File: src/sv/cdr_pkg.sv
// Types, constants, font tables and digit split for the clock digit row renderer
`default_nettype none

package cdr_pkg;

   localparam logic OP_TICK = 1'b0;
   localparam logic OP_ROW  = 1'b1;

   localparam int unsigned SEC_WIDTH  = 6;
   localparam int unsigned MIN_WIDTH  = 6;
   localparam int unsigned HOUR_WIDTH = 5;

   localparam logic [SEC_WIDTH-1:0]  SEC_LAST  = 6'd59;
   localparam logic [MIN_WIDTH-1:0]  MIN_LAST  = 6'd59;
   localparam logic [HOUR_WIDTH-1:0] HOUR_LAST = 5'd23;

   localparam logic [3:0] LAST_GLYPH_ROW    = 4'd7;
   localparam logic [3:0] FIRST_SECONDS_ROW = 4'd3;

   localparam int unsigned HOUR_TENS_POS = 27;
   localparam int unsigned HOUR_UNIT_POS = 22;
   localparam int unsigned MIN_TENS_POS  = 13;
   localparam int unsigned MIN_UNIT_POS  = 8;
   localparam int unsigned SEC_TENS_POS  = 4;
   localparam int unsigned COLON_POS     = 19;

   typedef struct packed {
      logic [SEC_WIDTH-1:0]  seconds;
      logic [MIN_WIDTH-1:0]  minutes;
      logic [HOUR_WIDTH-1:0] hours;
   } hms_type;

   typedef struct packed {
      logic [3:0] tens;
      logic [3:0] units;
   } digits_type;

   localparam logic [3:0] BIG_FONT [10][8] = '{
      '{4'h0, 4'hf, 4'h9, 4'h9, 4'h9, 4'h9, 4'h9, 4'hf},
      '{4'h0, 4'h4, 4'h4, 4'h4, 4'h4, 4'h4, 4'h4, 4'h4},
      '{4'h0, 4'hf, 4'h1, 4'h1, 4'hf, 4'h8, 4'h8, 4'hf},
      '{4'h0, 4'hf, 4'h1, 4'h1, 4'hf, 4'h1, 4'h1, 4'hf},
      '{4'h0, 4'h9, 4'h9, 4'h9, 4'hf, 4'h1, 4'h1, 4'h1},
      '{4'h0, 4'hf, 4'h8, 4'h8, 4'hf, 4'h1, 4'h1, 4'hf},
      '{4'h0, 4'hf, 4'h8, 4'h8, 4'hf, 4'h9, 4'h9, 4'hf},
      '{4'h0, 4'hf, 4'h1, 4'h1, 4'h1, 4'h1, 4'h1, 4'h1},
      '{4'h0, 4'hf, 4'h9, 4'h9, 4'hf, 4'h9, 4'h9, 4'hf},
      '{4'h0, 4'hf, 4'h9, 4'h9, 4'hf, 4'h1, 4'h1, 4'hf}
   };

   localparam logic [2:0] SMALL_FONT [10][5] = '{
      '{3'h7, 3'h5, 3'h5, 3'h5, 3'h7},
      '{3'h2, 3'h2, 3'h2, 3'h2, 3'h2},
      '{3'h7, 3'h1, 3'h7, 3'h4, 3'h7},
      '{3'h7, 3'h1, 3'h7, 3'h1, 3'h7},
      '{3'h5, 3'h5, 3'h7, 3'h1, 3'h1},
      '{3'h7, 3'h4, 3'h7, 3'h1, 3'h7},
      '{3'h7, 3'h4, 3'h7, 3'h5, 3'h7},
      '{3'h7, 3'h1, 3'h1, 3'h1, 3'h1},
      '{3'h7, 3'h5, 3'h7, 3'h5, 3'h7},
      '{3'h7, 3'h5, 3'h7, 3'h1, 3'h7}
   };

   // tens by threshold count; a 6-bit value never exceeds six tens
   function automatic digits_type split_digits(input logic [5:0] value);
      digits_type result;
      logic [3:0] tens;
      logic [5:0] rem;
      tens = 4'd0;
      for (int i = 1; i <= 6; i++) begin
         if (value >= 6'(10 * i)) begin
            tens = tens + 4'd1;
         end
      end
      rem = value - (6'(tens) * 6'd10);
      result.tens  = tens;
      result.units = rem[3:0];
      return result;
   endfunction

endpackage

`default_nettype wire

File: src/sv/cdr_time_keeper.sv
// Seconds, minutes and hours counters with 24-hour wrap
`default_nettype none

module cdr_time_keeper import cdr_pkg::*; (
   input  wire logic    clock,
   input  wire logic    reset,
   input  wire logic    tick_en,
   output hms_type      hms
);

   hms_type hms_ff;
   hms_type hms_in;

   always_comb begin
      hms_in = hms_ff;
      if (tick_en) begin
         if (hms_ff.seconds >= SEC_LAST) begin
            hms_in.seconds = '0;
            if (hms_ff.minutes >= MIN_LAST) begin
               hms_in.minutes = '0;
               if (hms_ff.hours >= HOUR_LAST) begin
                  hms_in.hours = '0;
               end else begin
                  hms_in.hours = hms_ff.hours + HOUR_WIDTH'(1);
               end
            end else begin
               hms_in.minutes = hms_ff.minutes + MIN_WIDTH'(1);
            end
         end else begin
            hms_in.seconds = hms_ff.seconds + SEC_WIDTH'(1);
         end
      end
   end

   always_ff @(posedge clock) begin
      if (reset) begin
         hms_ff <= '0;
      end else begin
         hms_ff <= hms_in;
      end
   end

   assign hms = hms_ff;

endmodule

`default_nettype wire

File: src/sv/cdr_row_render.sv
// Font lookup and row assembly for one display row
`default_nettype none

module cdr_row_render import cdr_pkg::*; #(
   parameter int unsigned ROW_COUNT = 16
) (
   input  wire hms_type      hms,
   input  wire logic [3:0]   row_index,
   output logic      [31:0]  row_bits
);

   digits_type hour_d;
   digits_type min_d;
   digits_type sec_d;
   logic [3:0] ht, hu, mt, mu, st, su;
   logic [2:0] glyph_row;
   logic [2:0] small_row;
   logic       show_seconds;
   logic       show_colon;

   function automatic logic [3:0] clamp9(input logic [3:0] d);
      return (d > 4'd9) ? 4'd9 : d;
   endfunction

   always_comb begin
      hour_d = split_digits({1'b0, hms.hours});
      min_d  = split_digits(hms.minutes);
      sec_d  = split_digits(hms.seconds);
      ht = clamp9(hour_d.tens);
      hu = clamp9(hour_d.units);
      mt = clamp9(min_d.tens);
      mu = clamp9(min_d.units);
      st = clamp9(sec_d.tens);
      su = clamp9(sec_d.units);

      glyph_row    = row_index[2:0];
      show_seconds = (row_index >= FIRST_SECONDS_ROW) && (row_index <= LAST_GLYPH_ROW);
      small_row    = show_seconds ? (glyph_row - FIRST_SECONDS_ROW[2:0]) : 3'd0;
      show_colon   = row_index inside {4'd2, 4'd3, 4'd5, 4'd6};

      row_bits = '0;
      if ((row_index <= LAST_GLYPH_ROW) && (32'(row_index) < ROW_COUNT)) begin
         row_bits = row_bits | (32'(BIG_FONT[ht][glyph_row]) << HOUR_TENS_POS);
         row_bits = row_bits | (32'(BIG_FONT[hu][glyph_row]) << HOUR_UNIT_POS);
         row_bits = row_bits | (32'(BIG_FONT[mt][glyph_row]) << MIN_TENS_POS);
         row_bits = row_bits | (32'(BIG_FONT[mu][glyph_row]) << MIN_UNIT_POS);
         if (show_seconds) begin
            row_bits = row_bits | (32'(SMALL_FONT[st][small_row]) << SEC_TENS_POS);
            row_bits = row_bits | 32'(SMALL_FONT[su][small_row]);
         end
         if (show_colon) begin
            row_bits[COLON_POS] = 1'b1;
         end
      end
   end

endmodule

`default_nettype wire

File: src/sv/clock_digit_row_renderer.sv
// Top level: time of day kept as counters, rendered as 32-pixel LED rows
//
//  channel | direction | payload                      | transaction
//  req     | in        | req_opcode, req_row_index    | tick or row request
//  rsp     | out       | rsp_row_bits                 | one row per row request
//
//  One transaction per cycle unless a row request waits on a held response.
//  Ticks update the counters from the input register and give no response.
//  The response register holds under back-pressure; ticks still drain past it.
//  Synchronous reset clears the time to 00:00:00 and empties both registers.
`default_nettype none

module clock_digit_row_renderer import cdr_pkg::*; #(
   parameter int unsigned ROW_COUNT = 16
) (
   input  wire logic        clock,
   input  wire logic        reset,
   input  wire logic        req_valid,
   output logic             req_ready,
   input  wire logic        req_opcode,
   input  wire logic [3:0]  req_row_index,
   output logic             rsp_valid,
   input  wire logic        rsp_ready,
   output logic      [31:0] rsp_row_bits
);

   logic        s1_valid_ff, s1_valid_in;
   logic        s1_opcode_ff;
   logic [3:0]  s1_row_ff;
   logic        rsp_valid_ff, rsp_valid_in;
   logic [31:0] rsp_row_bits_ff;
   logic        s1_advance;
   logic        tick_en;
   logic        rsp_load;
   hms_type     hms;
   logic [31:0] row_bits;

   assign s1_advance = s1_valid_ff &&
                       ((s1_opcode_ff == OP_TICK) || !rsp_valid_ff || rsp_ready);
   assign req_ready  = !s1_valid_ff || s1_advance;
   assign tick_en    = s1_advance && (s1_opcode_ff == OP_TICK);
   assign rsp_load   = s1_advance && (s1_opcode_ff == OP_ROW);

   assign s1_valid_in  = (req_valid && req_ready) || (s1_valid_ff && !s1_advance);
   assign rsp_valid_in = rsp_load || (rsp_valid_ff && !rsp_ready);

   cdr_time_keeper u_time_keeper (
      .clock   (clock),
      .reset   (reset),
      .tick_en (tick_en),
      .hms     (hms)
   );

   cdr_row_render #(
      .ROW_COUNT (ROW_COUNT)
   ) u_row_render (
      .hms       (hms),
      .row_index (s1_row_ff),
      .row_bits  (row_bits)
   );

   always_ff @(posedge clock) begin
      if (reset) begin
         s1_valid_ff  <= 1'b0;
         rsp_valid_ff <= 1'b0;
      end else begin
         s1_valid_ff  <= s1_valid_in;
         rsp_valid_ff <= rsp_valid_in;
      end
   end

   always_ff @(posedge clock) begin
      if (req_valid && req_ready) begin
         s1_opcode_ff <= req_opcode;
         s1_row_ff    <= req_row_index;
      end
      if (rsp_load) begin
         rsp_row_bits_ff <= row_bits;
      end
   end

   assign rsp_valid    = rsp_valid_ff;
   assign rsp_row_bits = rsp_row_bits_ff;

endmodule

`default_nettype wire

File: config.mk
export PLATFORM = sky130hd
export DESIGN_NAME = clock_digit_row_renderer
export DESIGN_NICKNAME = d
export VERILOG_FILES = /design/src/sv/cdr_pkg.sv /design/src/sv/cdr_time_keeper.sv /design/src/sv/cdr_row_render.sv /design/src/sv/clock_digit_row_renderer.sv
export SDC_FILE = /design/constraint.sdc
export NUM_CORES = 1
export LEC_CHECK = 0
export CORE_AREA = 2 2 88 154
export CTS_BUF_LIST = sky130_fd_sc_hd__clkbuf_4
export CTS_CLUSTER_DIAMETER = 120
export CTS_CLUSTER_SIZE = 25
export DETAILED_ROUTE_END_ITERATION = 12
export DIE_AREA = 0 0 90 156
export DONT_BUFFER_PORTS = 1
export PLACE_DENSITY = 0.52
export SYNTH_ARGS = -nofsm -noshare
export SYNTH_HDL_FRONTEND = slang
export SYNTH_SLANG_ARGS = --single-unit
File: constraint.sdc
create_clock -name clock -period 18.6 [get_ports clock]
set_clock_uncertainty 0.1 [all_clocks]
set_input_delay 2.79 -clock clock [delete_from_list [all_inputs] [get_ports clock]]
set_output_delay 2.79 -clock clock [all_outputs]
set_load 0.005 [all_outputs]
==> results of run 1 <==
## cell type report
class	count	area (sq um)	area share [%]
Antenna cell	1	2.50	0.0492
Clock buffer	5	37.5	0.738
Clock inverter	3	18.8	0.369
Inverter	36	135	2.66
Multi-Input combinational cell	508	3440	67.7
Sequential cell	47	1220	24.0
Tap cell	171	214	4.21
Timing Repair Buffer	2	15.0	0.295
## metrics by stage
step                      hold WS [ns]  power, uW  utilization (%)  instances  cell area (sq um)
after floorplan                  0.362        139                -        643               5050
after global placement           0.393        143             39.3        764               5030
after detailed placement         0.399        144             39.3        764               5030
after CTS                        0.417        194             39.7        772               5080
after global routing             0.469        202             39.7        773               5090
final                            0.405        192             39.7        773               5090
## state kept, by name, indices dropped and copies added (netlist names)
signal and count:
s1_row_ff 4, u_time_keeper.hms 17, rsp_valid 1, s1_valid_ff 1
rsp_row_bits 23, s1_opcode_ff 1
## power by group through the flow
stage          clock (uW)  combinational, uW  sequential, uW
6_report             50.1               23.5             118
5_1_grt              57.7               26.0             119
4_1_cts              52.7               23.3             118
3_5_place_dp            0               23.2             120
3_3_place_gp            0               23.0             120
2_1_floorplan           0               21.4             117
## metal layers
| layer | part of all wire, % | wire [um] |
|---|---|---|
| met3 | 2.7 | 328 |
| met1 | 38 | 4610 |
| met5 | 0 | 0 |
| met2 | 57 | 6930 |
| met4 | 2.9 | 360 |
## final timing paths
check / startpoint / end / slack [ns]
hold reg to reg: u_time_keeper.hms[11] / u_time_keeper.hms[11] / 0.40
hold / removal: u_time_keeper.hms[11] / u_time_keeper.hms[11] / 0.40
setup / recovery: u_time_keeper.hms[14] / rsp_row_bits[2] / 12.00
setup reg to reg: u_time_keeper.hms[14] / rsp_row_bits[2] / 12.00
## cell families after synthesis
family / count (synthesis)
buffers and inverters: 88
multiplexers: 16
AO/OA/AOI/OAI: 169
AND/OR/NAND/NOR: 222
adder cells (fa/ha/maj): 58
flip-flops: 47
XOR/XNOR: 34
other: 1
## Yosys cell counts, drive strengths merged, types with 5 or more instances
| master | n | share of area [%] |
|---|---|---|
| o22ai | 8 | 1.0 |
| dfxtp | 19 | 7.6 |
| or2 | 9 | 1.1 |
| a31oi | 9 | 1.1 |
| nand2 | 64 | 4.8 |
| nor2 | 61 | 4.6 |
| inv | 35 | 2.6 |
| nand3 | 17 | 1.7 |
| nor2b | 14 | 1.7 |
| nor3 | 14 | 1.4 |
| nand2b | 13 | 1.6 |
| buf | 23 | 2.9 |
| ha | 53 | 13 |
| mux2i | 14 | 2.8 |
| edfxtp | 28 | 17 |
| a211oi | 13 | 1.9 |
| clkbuf | 29 | 2.2 |
| and2 | 5 | 0.62 |
| a21o | 5 | 0.75 |
| xor2 | 14 | 2.4 |
| a21oi | 46 | 4.6 |
| o211ai | 9 | 1.3 |
| o21ai | 40 | 4.1 |
| xnor2 | 17 | 3.0 |
| nand4 | 9 | 1.1 |
## layout by cell type, fill, tap and decap left out, types with 4 or more instances in the layout
cell | netlist | layout
xnor2_1 | 17 | 17
o22ai_1 | 8 | 8
fa_1 | 4 | 4
ha_1 | 53 | 53
a211oi_1 | 13 | 13
a311o_1 | 4 | 4
nor2_1 | 61 | 60
o21ai_0 | 39 | 39
or2_2 | 8 | 8
a21oi_1 | 46 | 46
nand2b_1 | 13 | 13
xor2_1 | 14 | 14
nand4_1 | 9 | 9
dfxtp_1 | 19 | 19
inv_1 | 35 | 35
clkbuf_4 | 0 | 5
nor3_1 | 14 | 14
a21o_1 | 5 | 5
and2_1 | 4 | 4
nor2b_1 | 14 | 14
o211ai_1 | 9 | 9
conb_1 | 1 | 9
a31oi_1 | 9 | 9
edfxtp_1 | 28 | 28
a221oi_1 | 4 | 4
nand2_1 | 64 | 64
nand3_1 | 17 | 17
mux2i_1 | 14 | 14
## critical path: cells and delay by family, from the launching register on
family / cells / cell delay (ns)
XOR/XNOR: 4 / 1.64
adder cells (fa/ha/maj): 5 / 1.36
AND/OR/NAND/NOR: 5 / 0.88
AO/OA/AOI/OAI: 8 / 1.34
flip-flops: 1 / 0.79
multiplexers: 1 / 0.28
buffers and inverters: 1 / 0.05
==> results_dict.tcl, run 1 <==
set metrics [dict create \
    seqPwrFrac_pct 61.6 \
    drt_iter0_drc 276 \
    cts_tree "yes" \
    clk_latency_ns 0.38 \
    ctsResizeCount 0 \
    cpPeakStageDelay_ns 0.79 \
    period_minus_slack_ns 6.60 \
    cellLeakagePower_uw 0.00207 \
    drt_wl_total_um 12200 \
    fmax_mhz 152 \
    drive_gt1_share_pct 4.16 \
    routed_via_density 5.65 \
    slew_viol_final 0 \
    grtUsageMet1_pct 17.5 \
    cts_sinks 47 \
    p_clk_share_pct 26.1 \
    globalplace.congestion 0.855 \
    io_buffers 0 \
    synth-adder-area-share_pct 15.0 \
    synth-edff-count 28 \
    core_sq_mm 0.0128 \
    yosys.cell_types.count 71 \
    min_path_type "register to register" \
    hold_depth 2 \
    setup_viol 0 \
    path_class "register to register" \
    p_comb_share_pct 12.2 \
    p_sw_uw 54.4 \
    seq_area_frac_synth_pct 24.3 \
    met2_usage_pct 35.7 \
    cts.path.max_buffers 2 \
    yosys.area_share.simple_pct 21.0 \
    synth_xor_area_share_pct 6.75 \
    critPathMostFrequentCell "ha_1" \
    worstMarginPinSlew_ns 1.19 \
    dp_slack_ns 12.06 \
    yosysWarnings 0 \
    power.internal_uw 137 \
    start_util_pct 39.2 \
    cts_hold_buffers 0 \
    synth_top_family_by_area "compound AO/OA/AOI/OAI gates" \
    antenna_found_initial 1 \
    dieArea_sq_mm 0.0140 \
    setup_tns_ns 0 \
    reg2reg_depth 24 \
    swShare_pct 28.4 \
    routedWlPerCell_um 15.8 \
    htree_levels 2 \
    period_share_pct 35.5 \
    grt_overflow 0 \
    cap_viol_max_count 0 \
    grt_busiest_layer "met2" \
    grt_pass1_wl_um 20200 \
    synth_cells 635 \
    cp_cell_sequence "o31ai_1 -> and2_1 -> ha_1 -> xor2_1 -> ha_1 -> o21ai_0 -> o311ai_0 -> o31a_1 -> ha_1 -> mux2_2 -> ha_1 -> inv_1 -> nor2_1 -> xor2_1 -> xor2_1 -> xnor3_1 -> a21oi_1 -> or2_2 -> ha_1 -> nor2b_1 -> nand2b_1 -> a311o_1 -> a311o_1 -> o21ai_2" \
    grt_use_met3_pct 1.55 \
    hold_violations 0 \
    async_reset_ff_share_pct 0 \
    ir_drop_mv 0.0233 \
    nNetsFinal 666 \
    slowest_stage "dfxtp_1" \
    max_slew_margin_pct 19.9 \
    io_pins 43 \
    synth-seq-cells 47 \
    area_delta_synth_final_pct 1.32 \
    rsz0062_at_grt "false" \
    pwr_density_cell_mw_per_mm2 37.7 \
    cts_made_buffers 5 \
    vias 4370 \
    critPathRequiredTime_ns 18.74 \
    critPathMaxFanout 21 \
    fillers 1341 \
    ys.flop_type "edfxtp_1" \
    cts_root_buffer "clkbuf_4" \
    cts_setup_buffers 0 \
    clk_pin_slew_worst_paths_ns 0.15 \
    synth-compound-area-share_pct 21.9 \
    drt_pass1_iterations 5 \
    postRouteAntennaNets 0 \
    hpwl_um 9430 \
    avgSynthCellArea_sq_um 7.91 \
    grt_pass1_vias 4232 \
    final.setup.worst_slack_ns 12.00 \
    synth_mux_area_share_pct 3.24 \
    start_kind "register" \
    die_h_um 156 \
    grt_max_degree 27 \
    route.detailed.drc 0 \
    die_w_um 90 \
    track_usage_pct 17.4 \
    syn_area_sq_mm 0.00502 \
    status "finished clean" \
    arrival_ns 6.74 \
    critPathCaptureType "register" \
    rows 55 \
]
Power figures use the tool's default switching activity.
==> run 2: changes to the inputs <==
ABC_AREA = 1   (was default)
CORE_AREA = 2 2 86 150   (was 2 2 88 154)
DIE_AREA = 0 0 88 152   (was 0 0 90 156)
PLACE_DENSITY = 0.55   (was 0.52)
clock period = 5.45 ns   (was 18.6 ns; I/O delays follow)
==> results_dict.tcl, run 2 <==
set metrics [dict create \
    yosys.cell_types.count 48 \
    max_slew_margin_pct 35.1 \
    grt_pass1_wl_um 19900 \
    antenna_found_initial 1 \
    synth-seq-cells 47 \
    async_reset_ff_share_pct 0 \
    ir_drop_mv 0.0870 \
    setup_viol 0 \
    synth_area_leaders "edfxtp_1 18%, ha_1 14%, nand2_1 13%, inv_1 9.2%, dfxtp_1 7.9%" \
    yosysMostFrequentCell "nand2_1" \
    grt_overflow 0 \
    reg2reg_depth 40 \
    dr_wl_met2_um 6910 \
    arrival_ns 5.42 \
    routedWlPerCell_um 13.0 \
    yosys.area.top_type_share_pct 17.6 \
    nNetsFinal 839 \
    cts.path.max_buffers 2 \
    clk_latency_ns 0.39 \
    io_buffers 0 \
    wl_met3_um 372 \
    wl_met1_um 4430 \
    placed_area_sq_mm 0.00526 \
    avgSynthCellArea_sq_um 6.74 \
    start_util_pct 39.2 \
    period_minus_slack_ns 5.38 \
    pwr_density_cell_mw_per_mm2 131 \
    die_w_um 88 \
    yosysWarnings 0 \
    dieArea_sq_mm 0.0134 \
    rsz0062_at_grt "true" \
    drt_pass1_iterations 5 \
    synth_common_cells "170 x nand2_1, 117 x inv_1, 72 x nor2_1" \
    route.detailed.drc 0 \
    track_usage_pct 18.3 \
    r2r_end "rsp_row_bits[2]" \
    fmax_mhz 186 \
    htree_levels 2 \
    ys.flop_type "edfxtp_1" \
    p_total_uw 756 \
    highest_layer "met4" \
    grt_pass1_vias 4561 \
    rrSetupSlack_ns 0.07 \
    final_cells 944 \
    hpwl_um 9670 \
    yosysTopAreaCell "edfxtp_1" \
    die_h_um 152 \
    seq_area_frac_synth_pct 25.5 \
    min_path_type "input port to register" \
    cpPeakStageDelay_ns 0.37 \
    critPathMostFrequentCell "buf_4" \
    rows 54 \
    drt_wl_total_um 12300 \
    path_class "register to register" \
    cts_tree "yes" \
    slowest_stage "dfxtp_2" \
    largest_reg_flops 23 \
    globalplace.congestion 0.893 \
    cts_made_buffers 5 \
    hold_violations 0 \
    drt_iter0_drc 131 \
    rr_startpoint "u_time_keeper.hms[11]" \
    routed_via_density 5.04 \
    stdcell_area_sq_mm 0.00576 \
    most-common-layout-cells "165 x nand2_1, 108 x inv_1, 65 x nor2_1, 63 x buf_4, 46 x ha_1" \
    cap_viol_max_count 0 \
    min_from "reset" \
    core_sq_mm 0.0122 \
    dp.cells 912 \
    io_pins 43 \
    slew_viol_final 0 \
    clk_pin_slew_worst_paths_ns 0.17 \
    fin_util_pct 47.1 \
    cellLeakagePower_uw 0.00283 \
    period_share_pct 98.7 \
    hold-path-endpoint "u_time_keeper.hms[12]" \
    status "finished clean" \
    synth_cells 711 \
    area_delta_synth_final_pct 20.3 \
    synth-edff-count 28 \
    layout_commonest_cell "nand2_1" \
    grt_max_degree 25 \
    start_kind "register" \
    fillers 1266 \
    syn_area_sq_mm 0.00479 \
    drive_gt1_share_pct 21.3 \
    critPathMaxFanout 3 \
    cts_sinks 47 \
    hold_depth 1 \
    worstMarginPinSlew_ns 0.970 \
    cts_root_buffer "clkbuf_4" \
    critPathRequiredTime_ns 5.49 \
    postRouteAntennaNets 0 \
    vias 4759 \
    critPathCaptureType "register" \
]
-- run 2: cell type report --
type	count	area (sq um)	share of cell area, %
diodes	2	5.00	0.0868
clock buffers	5	37.5	0.651
clock inverters	3	71.3	1.24
inverters	125	473	8.21
multi-input cells	530	3250	56.4
flip-flops and latches	47	1230	21.4
well taps	168	210	3.65
repair buffers	64	484	8.40
-- run 2: routing by layer --
| layer | vias to the layer above | track usage (%) |
|---|---|---|
| li1 | 2421 | - |
| met1 | 2190 | 17.4 |
| met2 | 110 | 36.1 |
| met3 | 38 | 2.66 |
| met4 | 0 | 8.64 |
| met5 | - | 0 |
-- run 2: critical path, delay by kind of cell (launching register included) --
family / cells / cell delay, ns
xor+xnor: 1 / 0.20
buf+inv: 17 / 1.75
flops: 1 / 0.37
simple gates: 13 / 1.19
fa+ha+maj: 5 / 1.10
compound gates: 4 / 0.42
-- run 2: timing repair --
item,in CTS,in global routing
pin swaps,23,28
setup endpoints to repair,7,7
setup buffers,16,6
hold buffers,0,0
resized for setup,28,32
-- run 2: worst max path at each step --
stage	startpoint	to	slack, ns	cells after the start
final	u_time_keeper.hms[11]	rsp_row_bits[2]	0.07	40
after global routing	u_time_keeper.hms[11]	rsp_row_bits[0]	-0.33	37
after CTS	u_time_keeper.hms[11]	rsp_row_bits[2]	0.004	35
after detailed placement	u_time_keeper.hms[11]	rsp_row_bits[0]	-0.20	37
after global placement	u_time_keeper.hms[11]	rsp_row_bits[0]	-0.05	37
after floorplan	u_time_keeper.hms[11]	rsp_row_bits[0]	-0.005	37
-- run 2: metrics by stage --
stage | setup slack [ns] | hold slack (ns) | TNS (ns)
after CTS | 0.00353 | 0.339 | 0
final | 0.0692 | 0.363 | 0
after floorplan | -0.00478 | 0.358 | -0.00478
after global placement | -0.0521 | 0.395 | -0.0813
after global routing | -0.331 | 0.326 | -1.08
after detailed placement | -0.201 | 0.394 | -0.707
-- run 2: cell families (layout without fill, tap and decap cells) --
| kind of cell | Yosys count | in the layout | synth area share [%] |
|---|---|---|---|
| AOI/OAI and AO/OA | 111 | 111 | 13.7 |
| xor gates and xnor gates | 5 | 5 | 0.914 |
| adders and majority gates | 57 | 57 | 15.5 |
| buffers and inverters | 142 | 197 | 12.0 |
| DFF | 47 | 47 | 25.5 |
| other | 1 | 11 | 0.0783 |
| and+or+nand+nor | 348 | 348 | 32.2 |
-- run 2: power breakdown --
group / internal (uW) / switching (uW) / total, uW / leakage (uW)
logic: 28.4 / 58.4 / 86.8 / 0.00235
clock network: 146 / 127 / 273 / 0.0000573
registers: 387 / 8.84 / 396 / 0.000427
==> run 3: changes to the inputs <==
CORE_AREA = 2 2 119 109   (was 2 2 86 150)
CTS_CLUSTER_SIZE = 10   (was 25)
DIE_AREA = 0 0 121 111   (was 0 0 88 152)
==> results_dict.tcl, run 3 (synthesis gave the netlist of run 2 again) <==
set metrics [dict create \
    status "finished clean" \
    cts_sinks 47 \
    arrival_ns 5.42 \
    start_util_pct 38.8 \
    dp.cells 901 \
    path_class "register to register" \
    grtUsageMet1_pct 23.2 \
    route.detailed.drc 0 \
    vias 4591 \
    globalplace.congestion 0.866 \
    fillers 1237 \
    min_path_type "input port to register" \
    slew_viol_final 0 \
    nNetsFinal 836 \
    grt_max_degree 25 \
    drt_iter0_drc 327 \
    routed_via_density 4.91 \
    dieArea_sq_mm 0.0134 \
    period_share_pct 99.0 \
    cts.path.max_buffers 2 \
    setup_tns_ns 0 \
    area_delta_synth_final_pct 20.7 \
    most-common-layout-cells "163 x nand2_1, 106 x inv_1, 65 x nor2_1, 59 x buf_4, 41 x nand3_1" \
    critPathRequiredTime_ns 5.47 \
    hpwl_um 8740 \
    diodes 0 \
    period_minus_slack_ns 5.40 \
    rsz0062_at_grt "true" \
    cts_root_buffer "clkbuf_4" \
    hold_violations 0 \
    postRouteAntennaNets 0 \
    clk_pin_slew_worst_paths_ns 0.15 \
    crit_end "rsp_row_bits[0]" \
    final_cells 935 \
    cpPeakStageDelay_ns 0.37 \
    slowest_stage "dfxtp_2" \
    setup_viol 0 \
    drt_wl_total_um 11500 \
    fmax_mhz 185 \
    cap_viol_max_count 0 \
    ir_drop_mv 0.0583 \
    reg2reg_depth 41 \
    io_buffers 0 \
    grt_busiest_layer "met2" \
    rrSetupSlack_ns 0.05 \
    critPathCaptureType "register" \
    drt_pass1_iterations 5 \
    grt_pass1_wl_um 19000 \
    rr_startpoint "u_time_keeper.hms[11]" \
    max_slew_margin_pct 39.2 \
    io_pins 43 \
    met2_usage_pct 27.0 \
    critPathMaxFanout 3 \
    htree_levels 2 \
    startpoint "u_time_keeper.hms[11]" \
    rows 39 \
    worstMarginPinSlew_ns 0.910 \
    grt_pass1_vias 4272 \
    cts_made_buffers 5 \
    drive_gt1_share_pct 22.8 \
    r2r_end "rsp_row_bits[0]" \
    die_h_um 111 \
    cellLeakagePower_uw 0.00278 \
    largest_reg_flops 23 \
    cts_tree "yes" \
    die_w_um 121 \
    grt_use_met3_pct 2.57 \
    pwr_density_cell_mw_per_mm2 113 \
    start_kind "register" \
    layout_commonest_cell "nand2_1" \
    clk_latency_ns 0.38 \
    track_usage_pct 16.9 \
    routedWlPerCell_um 12.3 \
    grt_overflow 0 \
    core_sq_mm 0.0123 \
    critPathMostFrequentCell "buf_4" \
    antenna_found_initial 0 \
]
[run 3: cell count changes in the layout (fill, tap and decap cells not counted), moves of 4 or more]
cell,change
buf_4,-4
ha_1,-6
nor2_4,+4
nor2_2,-4
[run 3: layout make-up]
type	instances	area (sq um)	area share [%]
well taps	164	205	3.55
repair buffers	61	465	8.05
flip-flops and latches	47	1230	21.3
clock buffers	6	45.0	0.779
clock inverters	2	8.76	0.152
inverters	125	473	8.18
multi-input cells	530	3350	58.0
[run 3: power breakdown]
part	internal, uW	switching (uW)	total [uW]
combinational	30.0	57.6	87.6
sequential	387	9.44	397
clock	53.7	115	168
[run 3: worst min path at each step]
stage	startpoint	cells past startpoint	endpoint	slack [ns]
5_1_grt	reset	1	s1_valid_ff	0.35
2_1_floorplan	u_time_keeper.hms[3]	1	u_time_keeper.hms[3]	0.36
4_1_cts	reset	1	s1_valid_ff	0.35
6_report	reset	1	s1_valid_ff	0.38
3_3_place_gp	u_time_keeper.hms[3]	1	u_time_keeper.hms[3]	0.39
3_5_place_dp	u_time_keeper.hms[3]	1	u_time_keeper.hms[3]	0.40
[run 3: layer usage]
metal,vias to the layer above,part of all wire (%)
li1,2407,-
met1,2058,49
met3,18,4.2
met5,-,0
met4,0,2.2
met2,108,45
[run 3: worst max-delay path, delay by kind of cell (launching register included)]
kind | cells | cell delay [ns]
adder cells (fa/ha/maj) | 5 | 1.12
flip-flops | 1 | 0.37
XOR/XNOR | 1 | 0.21
AND/OR/NAND/NOR | 16 | 1.35
buffers and inverters | 16 | 1.64
AO/OA/AOI/OAI | 3 | 0.34
[run 3: per-stage QoR]
step | power, uW | util [%] | hold slack [ns] | cell area (sq um) | setup WS, ns
after global routing | 688 | 46.8 | 0.353 | 5780 | -0.199
final | 653 | 46.8 | 0.378 | 5780 | 0.0523
after floorplan | 467 | - | 0.358 | 4840 | -0.00478
after detailed placement | 482 | 42.1 | 0.398 | 5200 | -0.220
after CTS | 656 | 44.9 | 0.354 | 5540 | 0.0255
after global placement | 482 | 42.1 | 0.389 | 5200 | -0.0555
[run 3: what timing repair did]
action                                  CTS  global route
hold buffers                              0             0
pin swaps                                27            46
setup buffers                            23             8
endpoints found under the setup margin    7             7
gates resized for setup                  28            55
